==> src/hdl/gla_pkg.sv <==
// ---------------------------------------------------------------------------
// gla_pkg
// Shared types and constants for the gated loudness accumulator.
// ---------------------------------------------------------------------------
package gla_pkg;

    localparam int CFG_W = 32;
    localparam int CFG_IDX_W = 2;

    localparam logic [CFG_IDX_W-1:0] REG_BLOCK_LENGTH = 2'd0;
    localparam logic [CFG_IDX_W-1:0] REG_START_OFFSET = 2'd1;
    localparam logic [CFG_IDX_W-1:0] REG_ABS_FLOOR    = 2'd2;

    localparam logic OP_SAMPLE = 1'b0;
    localparam logic OP_CLEAR  = 1'b1;

    localparam int DIV_W = 64;

    typedef enum logic [3:0] {
        ST_IDLE,
        ST_SQUARE,
        ST_ACCUM,
        ST_CHECK,
        ST_BDIV,
        ST_GATE,
        ST_GMUL,
        ST_GDIV,
        ST_GSTORE,
        ST_NEXT,
        ST_UDIV,
        ST_OUT
    } state_t;

    // divider command/status
    typedef struct packed {
        logic            start;
        logic [DIV_W-1:0] num;
        logic [DIV_W-1:0] den;
    } div_cmd_t;

    typedef struct packed {
        logic            done;
        logic [DIV_W-1:0] quo;
    } div_sts_t;

endpackage

==> src/hdl/gla_divider.sv <==
// ---------------------------------------------------------------------------
// gla_divider
// Restoring divider, one quotient bit per cycle, shared by all means.
// ---------------------------------------------------------------------------
module gla_divider
(
    input  logic               clk,
    input  logic               rst_n,
    input  gla_pkg::div_cmd_t  cmd,
    output gla_pkg::div_sts_t  sts
);

    localparam int W = gla_pkg::DIV_W;

    logic [W-1:0]       quo_reg;
    logic [W-1:0]       rem_reg;
    logic [W-1:0]       den_reg;
    logic [6:0]         cnt_reg;
    logic               busy_reg;
    logic               done_reg;
    logic [W:0]         trial;
    logic [W:0]         shifted;

    assign shifted = {rem_reg, quo_reg[W-1]};
    assign trial   = shifted - {1'b0, den_reg};

    always_ff @(posedge clk or negedge rst_n)
    begin
        if (!rst_n)
        begin
            busy_reg <= 1'b0;
            done_reg <= 1'b0;
            cnt_reg  <= '0;
        end
        else
        begin
            done_reg <= 1'b0;
            if (cmd.start)
            begin
                busy_reg <= 1'b1;
                cnt_reg  <= 7'(W);
            end
            else if (busy_reg)
            begin
                cnt_reg <= cnt_reg - 7'd1;
                if (cnt_reg == 7'd1)
                begin
                    busy_reg <= 1'b0;
                    done_reg <= 1'b1;
                end
            end
        end
    end

    always_ff @(posedge clk)
    begin
        if (cmd.start)
        begin
            quo_reg <= cmd.num;
            rem_reg <= '0;
            den_reg <= cmd.den;
        end
        else if (busy_reg)
        begin
            if (!trial[W])
            begin
                rem_reg <= trial[W-1:0];
                quo_reg <= {quo_reg[W-2:0], 1'b1};
            end
            else
            begin
                rem_reg <= shifted[W-1:0];
                quo_reg <= {quo_reg[W-2:0], 1'b0};
            end
        end
    end

    assign sts.done = done_reg;
    assign sts.quo  = quo_reg;

endmodule

==> config.mk <==
export PLATFORM = sky130hd
export DESIGN_NAME = gla_divider
export DESIGN_NICKNAME = d
export VERILOG_FILES = /design/src/hdl/gla_pkg.sv /design/src/hdl/gla_divider.sv
export SDC_FILE = /design/constraint.sdc
export NUM_CORES = 1
export LEC_CHECK = 0
export BUFFER_PORTS_ARGS = -buffer_cell sky130_fd_sc_hd__buf_2
export CAP_MARGIN = 40
export CORE_UTILIZATION = 40
export CTS_CLUSTER_DIAMETER = 150
export DETAILED_ROUTE_END_ITERATION = 6
export PLACE_DENSITY_LB_ADDON = 0.05
export SYNTH_ARGS = -nofsm -noshare
export SYNTH_HDL_FRONTEND = slang
export SYNTH_SLANG_ARGS = --single-unit
==> constraint.sdc <==
create_clock -name clk -period 4.46 [get_ports clk]
set_input_delay 0.223 -clock clk [delete_from_list [all_inputs] [get_ports clk]]
set_output_delay 0.223 -clock clk [all_outputs]
set_load 0.02 [all_outputs]
==> results.md, run 1 <==
* Status: finished clean
* Initial DRC count at 496
* P&R area growth vs syn at 29.80%
* DP HPWL at 21.07 mm
* Met3 routed wirelength at 1.556 mm
* Vias in the first global route at 9780
* Syn_nets at 1385
* Share of cells above drive strength 1 at 21.23%
* Synth area leader: edfxtp_1
* Grt ovf at 0
* Fin. Hold Viols at 0
* Min Tclk post-route at 4.039 ns
* FMAX at 247.6 MHz
* Worst EP required at 4.87 ns
* Top Ports at 196
* RSZ-0062 raised after global routing: no
* Multi-input gate area at 0.005736 mm²
* WL final at 30.46 mm
* MaxCap Viol Count at 0
* Commonest non-fill, non-tap cells in the layout: 194 x buf_2, 128 x edfxtp_1, 127 x nor2_1
* Die H at 172.6 µm
* Clock-pin slew on the worst setup and hold paths at 0.06 ns
* Worst slew pin tran at 0.7447 ns
* Final Cycle Share at 90.56%
* Cts bufs inserted at 25
* # DRC at 0
* Bufs on Longest Clock Path at 3
* Crit end category: flop
* Clk sink count at 201
* Clock skew at 0.01120 ns
* Ys async rst share at 4.478%
* Fillers at 2648
* M1 WL at 14.33 mm
* Pwr per Cell Area at 575.5 mW/mm²
* Sequential area share after synthesis at 45.94%
* Type of the worst setup path: flop to flop
* H-tree levels at 1
* VDD IR max at 0.3212 mV
* Root buf cell: clkbuf_16
* Full die area at 0.02980 mm²
* Initial antenna violation count at 1
* Startpoint types: flop
* Final setup violation count at 0
* Final-report max-slew violation count at 0
* Post-synth EDFFs at 128
* CTS tree: built
* Hold path depth at 2
* First-pass GRT wire length at 49.91 mm
* Setup Fix Bufs, Post-CTS at 0
* Clk Latency, worst-skew pair at 0.54 ns
* Hold Path Class: input pin to flop
* Final design utilization at 52.67%
* Final #Nets at 1686
* Crit-path max FO at 24
* Commonest non-fill, non-tap cell in the layout: buf_2
* Total GRT Usage at 20.23%
* Mapped Cells at 1187
* Vias per cell at 5.112
* Highest routed layer: met4
* Netlist Area Pre-Place at 0.01165 mm²
* Rows at 62
* Wire length per cell after detailed routing at 16.10 µm
* Pleak at 6.408 nW
* Worst reg2reg path depth at 15
* Yosys reg bits at 201
* Worst EP arrival at 4.44 ns
* Largest cells by area after synthesis: edfxtp_1 33%, dfxtp_1 11%, ha_1 7.1%
* Primary FF master, synth: edfxtp_1
* Netlist cell types at 71
* Met2 WL at 13.70 mm
* Via count at 9671
* Setup_tns at 0 ns
* Avg Inst Size Synth at 9.811 µm²
* Drt first pass iters at 5
* Global placer's final weighted congestion at 0.8632
* Synth top area share at 33.00%
* FF+latch area at 0.005351 mm²
* Core ar. at 0.02870 mm²
* Buffers on Ports at 195
* Final ANT Viol Nets at 0
* Worst slew margin at 50.35%
* Die Wd at 172.6 µm
* Largest net degree at the start of global routing at 78
* YS warnings at 0
* Initial Util at 40.58%
==> repair_timing <==
item,4_1_cts,5_1_grt
hold endpoints to repair,134,0
gates resized for setup,0,0
hold buffers,126,0
endpoints found under the setup margin,0,0
==> worst max-delay path, cell delays in order, from the launching register on <==
cell      delay (ns)
edfxtp_1        0.37
inv_1           0.05
ha_1            0.21
fa_1            0.39
nand2b_1        0.18
a21oi_1         0.18
o41a_1          0.24
a41oi_1         0.28
or3_4           0.48
and2_4          0.19
or3_1           0.40
and3_1          0.22
buf_12          0.20
mux2_1          0.32
mux2i_1         0.13
nor2_1          0.05
==> report_power, final <==
group	leakage (nW)	internal, W	switching, W
Sequential	1.93	0.00243	0.000311
Clock	0.407	0.00126	0.000806
Combinational	4.07	0.00163	0.00226
==> kinds of logic (layout without fill, tap and decap cells) <==
family	after synthesis	in the layout	synth area share, %
compound gates	312	312	16.68
xor+xnor	62	62	4.663
fa+ha+maj	67	67	7.263
buf+inv	140	460	4.834
flops	201	201	45.94
mux	88	88	8.262
other cells	0	1	0
simple gates	317	317	12.36
==> layout make-up <==
class,instances,share of cell area [%]
Multi-Input combinational cell,846,37.94
Sequential cell,201,35.40
Timing Repair Buffer,335,15.97
Clock buffer,35,4.585
Tap cell,384,3.178
Inverter,79,1.962
Clock inverter,11,0.9518
Antenna cell,1,0.01655
==> synth_stat cells (all sizes together) (12+ instances only) <==
cell type	number
ha	66
nand3	13
inv	79
buf	16
clkbuf	45
a211oi	41
o21ai	66
nand2b	18
xor2	35
a21oi	113
nand4	18
nand2	86
xnor2	27
mux2i	23
nor3	12
nor2	128
mux2	65
a21o	20
edfxtp	128
dfxtp	64
==> final timing paths <==
kind / slack, ns / to / startpoint
setup / recovery: 0.42 / rem_reg[39]$_SDFFE_PP0P_ / quo_reg[63]$_DFFE_PP_
hold / removal: 0.02 / quo_reg[11]$_DFFE_PP_ / cmd[75]
setup reg to reg: 0.42 / rem_reg[39]$_SDFFE_PP0P_ / quo_reg[63]$_DFFE_PP_
hold reg to reg: 0.47 / rem_reg[62]$_SDFFE_PP0P_ / rem_reg[62]$_SDFFE_PP0P_
max in group asynchronous: 4.16 / busy_reg$_DFF_PN0_ / rst_n
min in group asynchronous: 0.10 / cnt_reg[5]$_DFFE_PN0P_ / rst_n
==> per-layer routing <==
| layer | global-route usage (%) | up-vias |
|---|---|---|
| met5 | 0 | - |
| met3 | 3.958 | 47 |
| met4 | 5.841 | 0 |
| met1 | 26.90 | 4480 |
| met2 | 33.32 | 246 |
| li1 | - | 4898 |
==> stage by stage <==
step | cells | hold slack, ns | area (µm²) | worst slack [ns] | total power [W]
6_report | 1892 | 0.02175 | 15120 | 0.4209 | 0.008700
5_1_grt | 1891 | 0.006227 | 15110 | 0.1037 | 0.009360
4_1_cts | 1891 | 0.003696 | 15110 | 0.4119 | 0.008772
3_5_place_dp | 1719 | 0.08915 | 13020 | 0.4423 | 0.006563
3_3_place_gp | 1717 | 0.09371 | 12970 | 0.5448 | 0.006543
2_1_floorplan | 1187 | -0.07259 | 11650 | 0.7484 | 0.005620
No activity file was read; power rests on OpenSTA's default activity.
==> run 2: changes to the inputs <==
RECOVER_POWER = 50   (was unset)
SLEW_MARGIN = 20   (was unset)
==> run 2 against run 1 <==
Compared with the run above: the run now ends with capacitance limit, slew limit left; global-route usage hardly changed; critical path depth unchanged; die area did not move; clock-buffer cell count decreased by 2; clock power increased by 3%; critical endpoint unchanged; highest routed layer unchanged.
==> results.md, run 2 (synthesis results as in run 1) <==
* Status: complete, but fails checks
* Failing checks: capacitance limit, slew limit
* First-pass GRT wire length at 49.74 mm
* Hold_ws at 0.02916 ns
* Via count at 9693
* Core ar. at 0.02870 mm²
* # DRC at 0
* H-tree levels at 1
* Setup_tns at 0 ns
* MaxCap Viol Count at 2
* Commonest non-fill, non-tap cell in the layout: buf_2
* Setup Fix Bufs, Post-CTS at 0
* Final setup violation count at 0
* Vias per cell at 5.115
* Commonest non-fill, non-tap cells in the layout: 192 x buf_2, 128 x edfxtp_1, 127 x nor2_1, 127 x dlygate4sd3_1, 113 x a21oi_1
* Setup ws final at 0.3117 ns
* Final #Nets at 1688
* Die H at 172.6 µm
* Initial DRC count at 491
* Worst slew pin tran at 3.054 ns
* Share of cells above drive strength 1 at 20.99%
* Vias in the first global route at 9881
* Worst EP required at 4.81 ns
* Hold Path Origin: cmd[104]
* Critical Path, Cell by Cell: inv_1 -> ha_1 -> fa_1 -> nand2b_1 -> a21oi_1 -> o41a_1 -> a41oi_1 -> or3_4 -> and2_4 -> or3_1 -> and3_1 -> buf_12 -> mux2_1 -> mux2i_1 -> nor2_1
* Fin. Hold Viols at 0
* Tot Pwr at 0.008765 W
* DP HPWL at 21.19 mm
* RSZ-0062 raised after global routing: no
* Largest net degree at the start of global routing at 78
* Root buf cell: clkbuf_16
* Clk sink count at 201
* Initial Util at 40.58%
* Final ANT Viol Nets at 0
* Slowest-stage cell, CP: or3_4
* P&R area growth vs syn at 29.91%
* Worst reg2reg setup slack at 0.31 ns
* Critical path's largest stage delay at 0.49 ns
* Die Wd at 172.6 µm
* # hold bufs at CTS at 127
* WL final at 30.50 mm
* Min Tclk post-route at 4.148 ns
* Worst EP arrival at 4.50 ns
* Top Ports at 196
* Total GRT Usage at 20.20%
* Clk Latency, worst-skew pair at 0.55 ns
* CTS tree: built
* Wire length per cell after detailed routing at 16.10 µm
* VDD IR max at 0.3398 mV
* Worst Setup SP: quo_reg[63]$_DFFE_PP_
* Initial antenna violation count at 1
* Final-report max-slew violation count at 137
* FMAX at 241.1 MHz
* Area after DPL at 0.01301 mm²
* Pleak at 6.407 nW
* Type of the worst setup path: flop to flop
* Bufs on Longest Clock Path at 3
* Clock-pin slew on the worst setup and hold paths at 0.06 ns
* Buffers & Inverters on Critical Path at 2
* Worst path top cell family by delay: simple AND/OR/NAND/NOR gates
* Rows at 62
* Worst slew margin at -103.6%
* Reg-to-Reg Start: quo_reg[63]$_DFFE_PP_
* Crit end category: flop
* Grt ovf at 0
* Pwr per Cell Area at 579.3 mW/mm²
* Clock skew at 0.01429 ns
* Post-place setup slack at 0.4231 ns
* Buffers on Ports at 195
* Finished Cell Area at 0.01513 mm²
* Global placer's final weighted congestion at 0.8632
* Full die area at 0.02980 mm²
* Fillers at 2685
* Cts bufs inserted at 26
* Hold Path Class: input pin to flop
* Crit-path max FO at 24
* Resized Gates After CTS at 0
* Drt first pass iters at 5
* Startpoint types: flop
* Final Cycle Share at 93.01%
==> run 2: changes by cell type in the layout (fill, tap and decap cells not counted), sizes merged <==
cell / previous run / this run
dlygate4sd3: 126 / 127
clkbuf: 35 / 38
inv: 80 / 79
clkinv: 6 / 10
buf: 209 / 204
clkinvlp: 1 / 2
==> run 2: metal layers <==
layer,routed length [µm],share of wire (%),vias up,GRT usage (%)
li1,-,-,4903,-
met1,14210,47,4513,26.71
met2,13980,46,241,33.94
met3,1627,5.3,36,3.760
met4,689,2.3,0,5.097
met5,0,0,-,0
==> run 2: final timing paths <==
kind | to | cells past startpoint
max | rem_reg[39]$_SDFFE_PP0P_ | 15
min | quo_reg[40]$_DFFE_PP_ | 2
max reg2reg | rem_reg[39]$_SDFFE_PP0P_ | 15
min reg2reg | rem_reg[62]$_SDFFE_PP0P_ | 2
max in group asynchronous | busy_reg$_DFF_PN0_ | 2
min in group asynchronous | done_reg$_DFF_PN0_ | 2
==> run 2: per-stage QoR <==
step | cells | utilization [%]
after global routing | 1895 | 52.71
after global placement | 1717 | 45.20
final | 1895 | 52.71
after CTS | 1894 | 52.81
after detailed placement | 1719 | 45.32
after floorplan | 1187 | -
==> run 2: where the power goes <==
group / switching [W] / total (W) / internal (W) / leakage [nW]
combinational: 0.00226 / 0.00389 / 0.00163 / 4.05
sequential: 0.000311 / 0.00274 / 0.00243 / 1.93
clock: 0.000851 / 0.00214 / 0.00128 / 0.423
total: 0.00342 / 0.00876 / 0.00534 / 6.41
==> run 2: worst register-to-register path: cells and delay by family (launching register included) <==
family | cells | cell delay (ns)
AO/OA/AOI/OAI | 3 | 0.72
buffers and inverters | 2 | 0.24
adder cells (fa/ha/maj) | 2 | 0.60
AND/OR/NAND/NOR | 6 | 1.55
multiplexers | 2 | 0.47
flip-flops | 1 | 0.36
==> run 2: area by class of cell <==
type / count / area (µm²) / share of cell area, %
tap: 384 / 480.5 / 3.176
clock buffer: 33 / 696.9 / 4.606
clock inverter: 15 / 180.2 / 1.191
timing repair buffer: 336 / 2387 / 15.78
multi-input combinational: 846 / 5736 / 37.91
antenna: 1 / 2.502 / 0.01654
inverter: 79 / 296.5 / 1.960
sequential: 201 / 5350 / 35.36
